--- config.mk ---
export PLATFORM = sky130hd
export DESIGN_NAME = texture_footprint_calculator_core
export DESIGN_NICKNAME = d
export VERILOG_FILES = /design/src/rtl/core/tfc_pkg.sv /design/src/rtl/core/tfc_ctrl.sv /design/src/rtl/core/tfc_datapath.sv /design/src/rtl/core/texture_footprint_calculator_core.sv
export SDC_FILE = /design/constraint.sdc
export NUM_CORES = 2
export LEC_CHECK = 0
export BUFFER_PORTS_ARGS = -buffer_cell sky130_fd_sc_hd__buf_2
export CORE_MARGIN = 10
export CORE_UTILIZATION = 38
export DETAILED_ROUTE_END_ITERATION = 16
export GPL_ROUTABILITY_DRIVEN = 1
export GPL_TIMING_DRIVEN = 0
export MAX_ROUTING_LAYER = met4
export PLACE_DENSITY = 0.64
export SYNTH_ARGS = -nofsm -noshare
export SYNTH_HDL_FRONTEND = slang
export SYNTH_SLANG_ARGS = --single-unit
--- constraint.sdc ---
create_clock -name clk -period 21.4 [get_ports clk]
set_clock_uncertainty 0.2 [all_clocks]
set_input_delay 2.14 -clock clk [delete_from_list [all_inputs] [get_ports clk]]
set_output_delay 2.14 -clock clk [all_outputs]
set_load 0.01 [all_outputs]
--- src/rtl/core/tfc_pkg.sv ---
// Shared types and constants for the texture footprint calculator.
package tfc_pkg;

	// Field widths fixed by the descriptor format
	localparam int SIDE_W   = 13;
	localparam int LEVEL_W  = 4;
	localparam int BPP_W    = 3;
	localparam int FMT_W    = 2;
	localparam int DIM_W    = 2;
	localparam int DEPTH_W  = 10;
	localparam int PITCH_W  = 16;
	localparam int LEN_W    = 48;

	// Internal widths: one level's area, running area sum, scaled sum, rounded sum
	localparam int TERM_W   = 2 * SIDE_W;
	localparam int AREA_W   = TERM_W + 1;
	localparam int SCALE_W  = 5;
	localparam int SUM_W    = 30;
	localparam int RND_W    = SUM_W + 1;

	// Remainder walk over the scaled sum, one byte per step, MSB first
	localparam int DIGIT_W   = 8;
	localparam int MOD_STEPS = 4;
	localparam int MOD_W     = DIGIT_W * MOD_STEPS;
	localparam int MOD_IDX_W = 2;

	// Format classes
	localparam logic [FMT_W-1:0] FMT_PLAIN  = 2'd0;
	localparam logic [FMT_W-1:0] FMT_LINEAR = 2'd1;
	localparam logic [FMT_W-1:0] FMT_BC8    = 2'd2;
	localparam logic [FMT_W-1:0] FMT_BC16   = 2'd3;

	localparam logic [DIM_W-1:0] DIM_2D = 2'd2;
	localparam logic [DIM_W-1:0] DIM_3D = 2'd3;

	localparam logic [SCALE_W-1:0] BLK8_BYTES  = 5'd8;
	localparam logic [SCALE_W-1:0] BLK16_BYTES = 5'd16;
	localparam logic [DEPTH_W-1:0] CUBE_FACES  = 10'd6;

	typedef enum logic [3:0] {
		ST_IDLE,
		ST_DISPATCH,
		ST_LEVEL,
		ST_DRAIN,
		ST_SCALE,
		ST_MOD,
		ST_ROUND,
		ST_MULT,
		ST_DONE
	} state_t;

	typedef struct packed {
		logic                 load;
		logic                 level;
		logic                 accum;
		logic                 scale;
		logic                 mod_step;
		logic [MOD_IDX_W-1:0] mod_idx;
		logic                 round;
		logic                 mult;
	} cmd_t;

	typedef struct packed {
		logic               linear;
		logic               skip;
		logic               cube;
		logic               dim3;
		logic [LEVEL_W-1:0] levels;
	} status_t;

endpackage

--- src/rtl/core/tfc_ctrl.sv ---
// Sequencer for the texture footprint calculator.
module tfc_ctrl (
	input  logic               clk,
	input  logic               arst_n,
	input  logic               start,
	input  tfc_pkg::status_t   status,
	output tfc_pkg::cmd_t      cmd,
	output logic               busy,
	output logic               done
);

	tfc_pkg::state_t                state_q, state_d;
	logic [tfc_pkg::LEVEL_W-1:0]    cnt_q, cnt_d;

	always_ff @(posedge clk or negedge arst_n) begin
		if (!arst_n) begin
			state_q <= tfc_pkg::ST_IDLE;
			cnt_q   <= '0;
		end else begin
			state_q <= state_d;
			cnt_q   <= cnt_d;
		end
	end

	always_comb begin
		state_d = state_q;
		cnt_d   = cnt_q;
		cmd     = '0;
		cmd.mod_idx = cnt_q[tfc_pkg::MOD_IDX_W-1:0];
		case (state_q)
			tfc_pkg::ST_IDLE: begin
				if (start) begin
					cmd.load = 1'b1;
					state_d  = tfc_pkg::ST_DISPATCH;
				end
			end
			tfc_pkg::ST_DISPATCH: begin
				cnt_d = '0;
				if (status.skip)
					state_d = tfc_pkg::ST_DONE;
				else if (status.linear)
					state_d = tfc_pkg::ST_SCALE;
				else if (status.levels == '0)
					state_d = tfc_pkg::ST_DRAIN;
				else
					state_d = tfc_pkg::ST_LEVEL;
			end
			tfc_pkg::ST_LEVEL: begin
				cmd.level = 1'b1;
				cmd.accum = 1'b1;
				cnt_d     = cnt_q + 1'b1;
				if (cnt_q == status.levels - 1'b1)
					state_d = tfc_pkg::ST_DRAIN;
			end
			tfc_pkg::ST_DRAIN: begin
				cmd.accum = 1'b1;
				state_d   = tfc_pkg::ST_SCALE;
			end
			tfc_pkg::ST_SCALE: begin
				cmd.scale = 1'b1;
				cnt_d     = '0;
				if (!status.linear && status.cube)
					state_d = tfc_pkg::ST_MOD;
				else if (!status.linear && status.dim3)
					state_d = tfc_pkg::ST_MULT;
				else
					state_d = tfc_pkg::ST_DONE;
			end
			tfc_pkg::ST_MOD: begin
				cmd.mod_step = 1'b1;
				cnt_d        = cnt_q + 1'b1;
				if (cnt_q == tfc_pkg::LEVEL_W'(tfc_pkg::MOD_STEPS - 1))
					state_d = tfc_pkg::ST_ROUND;
			end
			tfc_pkg::ST_ROUND: begin
				cmd.round = 1'b1;
				state_d   = tfc_pkg::ST_MULT;
			end
			tfc_pkg::ST_MULT: begin
				cmd.mult = 1'b1;
				state_d  = tfc_pkg::ST_DONE;
			end
			tfc_pkg::ST_DONE: begin
				state_d = tfc_pkg::ST_IDLE;
			end
			default: begin
				state_d = tfc_pkg::ST_IDLE;
			end
		endcase
	end

	assign busy = (state_q != tfc_pkg::ST_IDLE);
	assign done = (state_q == tfc_pkg::ST_DONE);

endmodule

--- src/rtl/core/tfc_datapath.sv ---
// Datapath: descriptor registers, level multiplier, accumulator, alignment and scaling.
module tfc_datapath #(
	parameter int FACE_ALIGN = 128,
	parameter int MAX_SIDE   = 4096,
	parameter int MAX_LEVELS = 15
) (
	input  logic                          clk,
	input  tfc_pkg::cmd_t                 cmd,
	input  logic [tfc_pkg::FMT_W-1:0]     format_class,
	input  logic [tfc_pkg::BPP_W-1:0]     texel_bytes,
	input  logic [tfc_pkg::DIM_W-1:0]     dimensionality,
	input  logic                          is_cubemap,
	input  logic [tfc_pkg::SIDE_W-1:0]    base_width,
	input  logic [tfc_pkg::SIDE_W-1:0]    base_height,
	input  logic [tfc_pkg::DEPTH_W-1:0]   slice_count,
	input  logic [tfc_pkg::PITCH_W-1:0]   line_stride,
	input  logic [tfc_pkg::LEVEL_W-1:0]   level_count,
	output tfc_pkg::status_t              status,
	output logic [tfc_pkg::LEN_W-1:0]     byte_length,
	output logic                          bad_descriptor
);

	localparam int REM_W = $clog2(FACE_ALIGN + 1);
	localparam int T_W   = REM_W + tfc_pkg::DIGIT_W;
	localparam int PAD_W = tfc_pkg::SIDE_W + 1;
	localparam logic [T_W-1:0]   ALIGN_T = T_W'(FACE_ALIGN);
	localparam logic [REM_W-1:0] ALIGN_R = REM_W'(FACE_ALIGN);

	// One byte of Horner remainder: r*256 + d reduced by binary subtraction
	function automatic logic [REM_W-1:0] rem_step(input logic [REM_W-1:0] r,
	                                              input logic [tfc_pkg::DIGIT_W-1:0] d);
		logic [T_W-1:0] t;
		t = {r, d};
		for (int k = tfc_pkg::DIGIT_W - 1; k >= 0; k--) begin
			if (t >= (ALIGN_T << k))
				t = t - (ALIGN_T << k);
		end
		return t[REM_W-1:0];
	endfunction

	logic [tfc_pkg::FMT_W-1:0]    fmt_q;
	logic [tfc_pkg::BPP_W-1:0]    bpp_q;
	logic [tfc_pkg::DEPTH_W-1:0]  depth_q;
	logic [tfc_pkg::PITCH_W-1:0]  pitch_q;
	logic [tfc_pkg::SIDE_W-1:0]   w_q, h_q;
	logic [tfc_pkg::LEVEL_W-1:0]  lev_q;
	logic                         lin_q, skip_q, bad_q, cube_q, dim3_q;
	logic [tfc_pkg::TERM_W-1:0]   prod_q;
	logic [tfc_pkg::AREA_W-1:0]   acc_q;
	logic [REM_W-1:0]             rem_q;
	logic [tfc_pkg::LEN_W-1:0]    res_q;

	logic [tfc_pkg::SIDE_W-1:0]   w_clamp, h_clamp, wf, hf, op_w, op_h;
	logic [tfc_pkg::LEVEL_W-1:0]  lev_clamp;
	logic [PAD_W-1:0]             wp, hp;
	logic                         in_lin, in_bad, in_null;
	logic [tfc_pkg::SCALE_W-1:0]  scale;
	logic [tfc_pkg::AREA_W-1:0]   sc_a;
	logic [tfc_pkg::PITCH_W-1:0]  sc_b;
	logic [tfc_pkg::MOD_W-1:0]    mod_word;
	logic [tfc_pkg::DIGIT_W-1:0]  digit;
	logic [REM_W-1:0]             adj;
	logic [tfc_pkg::DEPTH_W-1:0]  factor;

	// Descriptor sanitising at load
	assign w_clamp   = (32'(base_width)  > MAX_SIDE) ? tfc_pkg::SIDE_W'(MAX_SIDE) : base_width;
	assign h_clamp   = (32'(base_height) > MAX_SIDE) ? tfc_pkg::SIDE_W'(MAX_SIDE) : base_height;
	assign lev_clamp = (32'(level_count) > MAX_LEVELS) ? tfc_pkg::LEVEL_W'(MAX_LEVELS)
	                                                   : level_count;
	assign in_lin    = (format_class == tfc_pkg::FMT_LINEAR);
	assign in_bad    = in_lin ? (is_cubemap || dimensionality != tfc_pkg::DIM_2D)
	                          : (is_cubemap && dimensionality == tfc_pkg::DIM_3D);
	assign in_null   = !in_lin && (dimensionality < tfc_pkg::DIM_2D);

	// Per-level operands: floor at 1, pad to 4x4 tiles for compressed formats
	assign wf   = (w_q == '0) ? tfc_pkg::SIDE_W'(1) : w_q;
	assign hf   = (h_q == '0) ? tfc_pkg::SIDE_W'(1) : h_q;
	assign wp   = (PAD_W'(wf) + PAD_W'(3)) >> 2;
	assign hp   = (PAD_W'(hf) + PAD_W'(3)) >> 2;
	assign op_w = (fmt_q == tfc_pkg::FMT_PLAIN) ? wf : tfc_pkg::SIDE_W'(wp);
	assign op_h = (fmt_q == tfc_pkg::FMT_PLAIN) ? hf : tfc_pkg::SIDE_W'(hp);

	always_comb begin
		case (fmt_q)
			tfc_pkg::FMT_PLAIN: scale = tfc_pkg::SCALE_W'(bpp_q);
			tfc_pkg::FMT_BC8:   scale = tfc_pkg::BLK8_BYTES;
			tfc_pkg::FMT_BC16:  scale = tfc_pkg::BLK16_BYTES;
			default:            scale = '0;
		endcase
	end

	// Shared scaling multiplier: area sum times bytes, or height times pitch
	assign sc_a = lin_q ? tfc_pkg::AREA_W'(h_q) : acc_q;
	assign sc_b = lin_q ? pitch_q : tfc_pkg::PITCH_W'(scale);

	assign mod_word = tfc_pkg::MOD_W'(res_q[tfc_pkg::SUM_W-1:0]);
	assign digit    = mod_word[tfc_pkg::DIGIT_W *
	                           (tfc_pkg::MOD_STEPS - 1 - int'(cmd.mod_idx)) +: tfc_pkg::DIGIT_W];
	assign adj      = (rem_q == '0) ? '0 : (ALIGN_R - rem_q);
	assign factor   = cube_q ? tfc_pkg::CUBE_FACES : depth_q;

	always_ff @(posedge clk) begin
		if (cmd.load) begin
			fmt_q   <= format_class;
			bpp_q   <= texel_bytes;
			depth_q <= slice_count;
			pitch_q <= line_stride;
			w_q     <= w_clamp;
			h_q     <= h_clamp;
			lev_q   <= lev_clamp;
			lin_q   <= in_lin;
			bad_q   <= in_bad;
			skip_q  <= in_bad || in_null;
			cube_q  <= is_cubemap;
			dim3_q  <= (dimensionality == tfc_pkg::DIM_3D);
			prod_q  <= '0;
			acc_q   <= '0;
			rem_q   <= '0;
			res_q   <= '0;
		end else begin
			if (cmd.level) begin
				prod_q <= op_w * op_h;
				w_q    <= w_q >> 1;
				h_q    <= h_q >> 1;
			end
			if (cmd.accum)
				acc_q <= acc_q + tfc_pkg::AREA_W'(prod_q);
			if (cmd.scale)
				res_q <= tfc_pkg::LEN_W'(sc_a * sc_b);
			if (cmd.mod_step)
				rem_q <= rem_step(rem_q, digit);
			if (cmd.round)
				res_q <= res_q + tfc_pkg::LEN_W'(adj);
			if (cmd.mult)
				res_q <= tfc_pkg::LEN_W'(res_q[tfc_pkg::RND_W-1:0] * factor);
		end
	end

	assign status.linear = lin_q;
	assign status.skip   = skip_q;
	assign status.cube   = cube_q;
	assign status.dim3   = dim3_q;
	assign status.levels = lev_q;

	assign byte_length    = res_q;
	assign bad_descriptor = bad_q;

endmodule

--- src/rtl/core/texture_footprint_calculator_core.sv ---
// Top level of the texture footprint calculator: sequencer plus datapath.
// From the accepting edge, n mip levels: dispatch, then done if rejected or 1D; linear
//   scales; swizzled 2D walks n levels, drains, scales; 3D adds the multiply; cubemap adds
//   remainder walk, round, multiply; worst case a 15-level cubemap. One descriptor at a
//   time: busy holds through the done beat; the one-level-per-cycle walk dominates.
// Results cannot be stalled. Async active-low reset idles the sequencer; data regs unreset.
module texture_footprint_calculator_core #(
	parameter int FACE_ALIGN = 128,
	parameter int MAX_SIDE   = 4096,
	parameter int MAX_LEVELS = 15
) (
	input  logic                          clk,
	input  logic                          arst_n,
	input  logic                          start,
	output logic                          busy,
	output logic                          done,
	input  logic [tfc_pkg::FMT_W-1:0]     format_class,
	input  logic [tfc_pkg::BPP_W-1:0]     texel_bytes,
	input  logic [tfc_pkg::DIM_W-1:0]     dimensionality,
	input  logic                          is_cubemap,
	input  logic [tfc_pkg::SIDE_W-1:0]    base_width,
	input  logic [tfc_pkg::SIDE_W-1:0]    base_height,
	input  logic [tfc_pkg::DEPTH_W-1:0]   slice_count,
	input  logic [tfc_pkg::PITCH_W-1:0]   line_stride,
	input  logic [tfc_pkg::LEVEL_W-1:0]   level_count,
	output logic [tfc_pkg::LEN_W-1:0]     byte_length,
	output logic                          bad_descriptor
);

	// Command and status buses between sequencer and datapath
	tfc_pkg::cmd_t    cmd;
	tfc_pkg::status_t status;

	// Sequencer: dispatch, per-level walk, scale, align, final multiply, done beat
	tfc_ctrl u_ctrl (
		.clk    (clk),
		.arst_n (arst_n),
		.start  (start),
		.status (status),
		.cmd    (cmd),
		.busy   (busy),
		.done   (done)
	);

	// Datapath: the descriptor is captured on the accepting edge and held for the item
	tfc_datapath #(
		.FACE_ALIGN (FACE_ALIGN),
		.MAX_SIDE   (MAX_SIDE),
		.MAX_LEVELS (MAX_LEVELS)
	) u_dp (
		.clk             (clk),
		.cmd             (cmd),
		.format_class    (format_class),
		.texel_bytes     (texel_bytes),
		.dimensionality  (dimensionality),
		.is_cubemap      (is_cubemap),
		.base_width      (base_width),
		.base_height     (base_height),
		.slice_count     (slice_count),
		.line_stride     (line_stride),
		.level_count     (level_count),
		.status          (status),
		.byte_length     (byte_length),
		.bad_descriptor  (bad_descriptor)
	);

	// A done beat is a single cycle, and the block is then free again
	a_done_single: assert property (@(posedge clk) disable iff (!arst_n)
		done |=> !done && !busy)
		else $error("done beat longer than one cycle");

	// A rejected descriptor always reports zero length
	a_bad_zero: assert property (@(posedge clk) disable iff (!arst_n)
		(done && bad_descriptor) |-> (byte_length == '0))
		else $error("bad descriptor with non-zero length");

	// An accepted beat makes the block busy on the next cycle, with no result yet
	a_accept_busy: assert property (@(posedge clk) disable iff (!arst_n)
		(start && !busy) |=> (busy && !done))
		else $error("accepted beat did not start work");

	// The datapath is only loaded from idle on an accepted beat
	a_load_idle: assert property (@(posedge clk) disable iff (!arst_n)
		cmd.load |-> (start && !busy))
		else $error("descriptor loaded outside an accepted beat");

endmodule
# [Yosys cells after proc, flatten, opt, wreduce, memory -nomap -nowiden]
# Index checks and enable logic that the tools add are counted.
[classes] add_sub_neg=16 mul=3 order_cmp=11 n_eq_ne=18 shift=1 mux=59 reduce_logical=24
[ops] cell="$mux W16" n=22
[ops] cell="$mux W13" n=10
[ops] cell="$mux W48" n=2
[ops] cell="$add A48 B8 Y48" n=1
[ops] cell="$mul A27 B16 Y43" n=1
[ops] cell="$mul A31 B10 Y41" n=1
[ops] cell="$mux W41" n=1
[ops] cell="$pmux W4 S8" n=1
[ops] cell="$shiftx A32 B32 Y8" n=1
[ops] cell="$add A13 B2 Y14 const B" n=2
[ops] cell="$mux W4" n=7
[ops] cell="$add A27 B26 Y27" n=1
[ops] cell="$mux W27" n=1
[ops] cell="$gt A13 B13 Y1 const B" n=2
[ops] cell="$logic_not A13 Y1" n=2
[ops] cell="$mul A13 B13 Y26" n=1
[ops] cell="$eq A4 B3 Y1 const B" n=4
[ops] cell="$ge A16 B10 Y1 const B" n=1
[ops] cell="$ge A16 B11 Y1 const B" n=1
[ops] cell="$ge A16 B12 Y1 const B" n=1
[ops] cell="$ge A16 B13 Y1 const B" n=1
[ops] cell="$ge A16 B14 Y1 const B" n=1
[ops] cell="$ge A16 B15 Y1 const B" n=1
[ops] cell="$ge A16 B8 Y1 const B" n=1
[ops] cell="other kinds (38)" n=65
[totals] ff_bits=183 input_bits=67

# [Logic depth before layout (Yosys ltp)]
[logic_depth] word_depth=32 ltp_mapped=34

# [Cells and area by module]
# Synthesis repeated with hierarchy kept, for this count alone.
[unflattened] cells_unflattened=4401 area_unflattened_um2=38637.1
[by_module_without_submodules] module="tfc_datapath" instances=1 cells_each=4312 area_each_um2=37912.6
[by_module_without_submodules] module="tfc_ctrl" instances=1 cells_each=89 area_each_um2=724.4

# [Least setup slack after synthesis]
# Ideal clock, no wire load.
[synth_path] path_type="flip-flop to flip-flop" start="register u_dp.lin_q" end="register u_dp.res_q, in the netlist u_dp.byte_length[22]" arrival_ps=7300 required_time_ps=21069 setup_slack_ps=13769 path_stages_with_launch=29 period_less_slack_ps=7631 path_cell_list="edfxtp_1 clkbuf_1 buf_1 clkbuf_1 buf_1 nand3_1 fa_1 inv_1 fa_1 inv_1 fa_1 fa_1 inv_1 fa_1 fa_1 ha_1 a21o_1 a21oi_1 nor4b_1 o21ai_0 a21oi_1 o21bai_1 a21oi_1 o21bai_1 a21oi_1 xor2_1 a21oi_1 a221oi_1 nor3_1"
[synth_via] elab_chain_len=5 elab_cells_between_ends=6 cone_classes="mul: 1; mux: 5"
[synth_rtl] element="from (decl)" line="tfc_datapath.sv:47" text="logic lin_q, skip_q, bad_q, cube_q, dim3_q;"
[synth_rtl] element="from (signal assigned)" line="tfc_datapath.sv:111" text="lin_q <= in_lin;"
[synth_rtl] element="$mux W27 or $mux W16 (tied branches)" line="tfc_datapath.sv:93, tfc_datapath.sv:94"
[synth_rtl] element="$mul A27 B16 Y43 *" line="tfc_datapath.sv:129" text="res_q <= tfc_pkg::LEN_W'(sc_a * sc_b);"
[synth_rtl] element="$mux W48 *" line="tfc_datapath.sv:128" text="if (cmd.scale)"
[synth_rtl] element="$mux W48 *" line="tfc_datapath.sv:132" text="if (cmd.round)"
[synth_rtl] element="$mux W41 *" line="tfc_datapath.sv:134" text="if (cmd.mult)"
[synth_rtl] element="to (signal assigned)" line="tfc_datapath.sv:129"
[synth_rtl] element="to (signal assigned)" line="tfc_datapath.sv:133" text="res_q <= res_q + tfc_pkg::LEN_W'(adj);"
[synth_rtl] element="to (signal assigned)" line="tfc_datapath.sv:135" text="res_q <= tfc_pkg::LEN_W'(res_q[tfc_pkg::RND_W-1:0] * factor);"
[synth_rtl] element="to (decl)" line="tfc_datapath.sv:51" text="logic [tfc_pkg::LEN_W-1:0] res_q;"
# Every way passes the cells marked *; elsewhere a longest branch is shown, timed or not. The select of a mux whose other input is x is not followed.
# A chain may end at the register's enable or synchronous reset.

# [Worst setup path after layout]
# Same ends and word-level chain as after synthesis.

==> impl_metrics.json <==
{
  "status": "finished clean",
  "area_growth_pct": 9.09,
  "drc": 0,
  "die-area_um2": 115000,
  "cts_buffer_depth": 2,
  "drv_slew": 0,
  "worst_pin_slew_ns": 1.19,
  "syn_area_um2": 38600,
  "synth_compound_area_share_pct": 11.0,
  "hold_viol_final": 0,
  "max_cap_violations": 0,
  "synthDominantCellAreaShare_pct": 36.4,
  "yosysWarningCount": 0,
  "cts_tree": "yes",
  "grt_pass1_wl_mm": 187,
  "tns_ns": 0,
  "hold_start": "u_dp.prod_q[22]",
  "clock_latency_ns": 0.54,
  "async_reset_ff_share_pct": 4.37,
  "holdPathEnd": "u_dp.prod_q[22]",
  "max_freq_mhz": 101,
  "ys_seq_area_share_pct": 11.3,
  "coreArea_um2": 100000,
  "synth-adder-area-share_pct": 46.4,
  "worstReg2RegStart": "u_dp.lin_q",
  "r2r_end": "u_dp.byte_length[22]",
  "synth-seq-cells": 183,
  "die_w_um": 339,
  "via_count": 31781,
  "regToRegSetupSlack_ns": 11.47,
  "dp_hpwl_mm": 97.2,
  "cts_setup_buffers": 0,
  "worst-endpoint-arrival_ns": 10.09,
  "clk_pin_slew_ns": 0.08,
  "cts.sinks": 183,
  "crit_family": "adder cells",
  "slew-limit-headroom_pct": 20.8,
  "rows": 116,
  "slowest_stage": "clkbuf_1",
  "portBuffers": 117,
  "synthSimpleGateAreaFrac_pct": 17.1,
  "synth_area_leaders": "fa_1, ha_1, inv_1",
  "hold_path_depth": 1,
  "gp_congestion": 0.953,
  "synthXorXnorAreaFrac_pct": 3.54,
  "via_per_inst": 5.23,
  "critPathKind": "reg2reg",
  "worst_ep_required_time_ns": 21.56,
  "first_global_vias": 32439,
  "cp-end-kind": "flop",
  "avgSynthCellArea_um2": 8.75,
  "grt-ovfl-total": 0,
  "start_util_pct": 38.4,
  "rsz0062_at_grt": "no",
  "grt_busiest_layer": "met2",
  "grtUsageMet3_pct": 3.95,
  "cp.buffers_inverters": 7,
  "drive_gt1_share_pct": 4.28,
  "slowest_delay_ns": 0.70,
  "hold_class": "reg2reg",
  "synth_mux_area_share_pct": 1.22,
  "cts_resized": 0,
  "drt_wl_total_mm": 116,
  "dp.cells": 6040,
  "setup_viol_count_final": 0,
  "fin_cells": 6079,
  "synth_edf_count": 66,
  "fin_crit_sh_pct": 46.4,
  "synth_ff_type": "dfxtp_1",
  "die_h_um": 339,
  "antenna_found_initial": 4,
  "cts_hold_buf": 0,
  "critical_path.max_fanout": 10,
  "drt_pass1_iterations": 7,
  "min_period_ns": 9.93,
  "synth_top_family_by_area": "adder cells",
  "r2r_cells": 28,
  "grt_start_max_net_pins": 28,
  "drtAntennaViolNets": 0,
  "h-tree-depth": 4,
  "yosysTopAreaCell": "fa_1",
  "numCtsBuffers": 17,
  "syn_inst": 4412,
  "io_pins": 118,
  "grt.met2_usage_pct": 32.5,
  "grt_use_total_pct": 21.1,
  "layout.nets": 5780,
  "use_met1_pct": 28.2,
  "crit_top_cell": "fa_1",
  "dr.first_iter.drc_count": 2767,
  "start_kind": "flop",
  "wire_per_inst_um": 19.1,
  "yosysUniqueCellTypes": 94,
  "cts-root-buf": "clkbuf_16"
}
## synth_stat cells, types with 5 or more instances
| cell type | instances |
|---|---|
| a2111oi_0 | 5 |
| a211o_1 | 8 |
| a211oi_1 | 40 |
| a21boi_0 | 6 |
| a21o_1 | 52 |
| a21oi_1 | 179 |
| a221oi_1 | 6 |
| a22o_1 | 41 |
| a22oi_1 | 8 |
| a31oi_1 | 21 |
| and2_1 | 162 |
| and3_1 | 81 |
| and4_1 | 5 |
| buf_1 | 10 |
| clkbuf_1 | 202 |
| dfrtp_1 | 8 |
| dfxtp_1 | 109 |
| edfxtp_1 | 66 |
| fa_1 | 701 |
| ha_1 | 310 |
| inv_1 | 740 |
| mux2_2 | 12 |
| mux2i_1 | 19 |
| nand2_1 | 630 |
| nand2b_1 | 33 |
| nand3_1 | 104 |
| nand4_1 | 10 |
| nor2_1 | 238 |
| nor2b_1 | 39 |
| nor3_1 | 53 |
| nor3b_1 | 6 |
| nor4_1 | 15 |
| o211ai_1 | 26 |
| o21a_1 | 22 |
| o21ai_0 | 120 |
| o21bai_1 | 16 |
| o221ai_1 | 9 |
| o22ai_1 | 10 |
| o31ai_1 | 15 |
| o32ai_1 | 6 |
| or2_2 | 12 |
| or3_1 | 19 |
| xnor2_1 | 103 |
| xor2_1 | 53 |
## how the worst max path moves through the flow
stage	from	endpoint	slack [ns]	cells after the start
after floorplan	u_dp.lin_q	u_dp.byte_length[22]	13.77	28
after global placement	u_dp.lin_q	u_dp.byte_length[32]	11.75	29
after detailed placement	u_dp.lin_q	u_dp.byte_length[22]	11.65	28
after CTS	u_dp.lin_q	u_dp.byte_length[22]	11.64	28
after global routing	u_dp.lin_q	u_dp.byte_length[26]	10.91	28
final	u_dp.lin_q	u_dp.byte_length[22]	11.47	28
## flip-flops by register name, summed over array words and instances (netlist names)
register,count
u_dp.depth_q,10
u_dp.lin_q,1
u_dp.bpp_q,3
u_dp.acc_q,27
u_dp.dim3_q,1
u_ctrl.cnt_q,4
u_dp.pitch_q,16
u_dp.lev_q,4
u_dp.skip_q,1
u_dp.fmt_q,2
u_dp.h_q,13
u_dp.w_q,13
u_dp.cube_q,1
u_ctrl.state_q,4
u_dp.rem_q,8
u_dp.bad_descriptor,1
u_dp.prod_q,26
u_dp.byte_length,48
## worst reg2reg max path: cells and delay by family, from the launching register on
family	cells	cell delay, ns
DFF	1	0.41
and+or+nand+nor	3	0.77
adders and majority gates	7	3.47
xor gates and xnor gates	1	0.25
buffers and inverters	7	2.58
AOI/OAI and AO/OA	10	2.08
## final cells by class
cell class | instances | area (µm²)
fill | 10217 | 58300
multi-input combinational | 3422 | 31200
sequential | 183 | 4360
inverter | 743 | 2790
tap | 1357 | 1700
buffer | 216 | 832
timing repair buffer | 119 | 611
clock buffer | 18 | 450
clock inverter | 14 | 156
antenna | 7 | 17.5
## layout by cell type, fill, tap and decap left out, types with 12 or more instances in the layout
cell type	Yosys	layout
nand3_1	104	104
a21oi_1	179	179
a211oi_1	40	40
inv_1	740	740
and3_1	81	81
ha_1	310	310
nand2_1	630	630
a22o_1	41	41
nand2b_1	33	33
or2_2	12	12
or3_1	19	19
edfxtp_1	66	66
conb_1	2	154
fa_1	701	701
clkbuf_16	0	18
buf_2	1	119
a21o_1	52	52
o21ai_0	120	120
nor2_1	238	238
a31oi_1	21	21
o31ai_1	15	15
o211ai_1	26	26
mux2_2	12	12
o21bai_1	16	16
xnor2_1	103	103
and2_1	162	162
nor4_1	15	15
clkbuf_1	202	201
dfxtp_1	109	109
nor2b_1	39	39
o21a_1	22	22
mux2i_1	19	19
xor2_1	53	53
nor3_1	53	53
## cells by family after synthesis
family | after synthesis
multiplexers | 37
adder cells (fa/ha/maj) | 1011
flip-flops | 183
AO/OA/AOI/OAI | 639
other | 2
XOR/XNOR | 156
buffers and inverters | 959
AND/OR/NAND/NOR | 1425
## layer usage
metal  wire length [µm]  up-vias
met3               9370      174
met1              51200    15848
met2              52600     1222
met5                  0        -
li1                   -    14537
met4               3250        0
## through the flow
step	hold slack, ns	cell area [µm²]	utilization [%]	setup WS (ns)
after floorplan	0.246	39200	-	13.77
after global placement	0.275	41400	41.3	11.75
after detailed placement	0.289	41500	41.3	11.65
after CTS	0.310	42100	41.9	11.64
after global routing	0.330	42100	41.9	10.91
final	0.309	42100	41.9	11.47
Power is not shown: default switching activity piles up to over one toggle a cycle in this logic, so the estimate is an artifact.
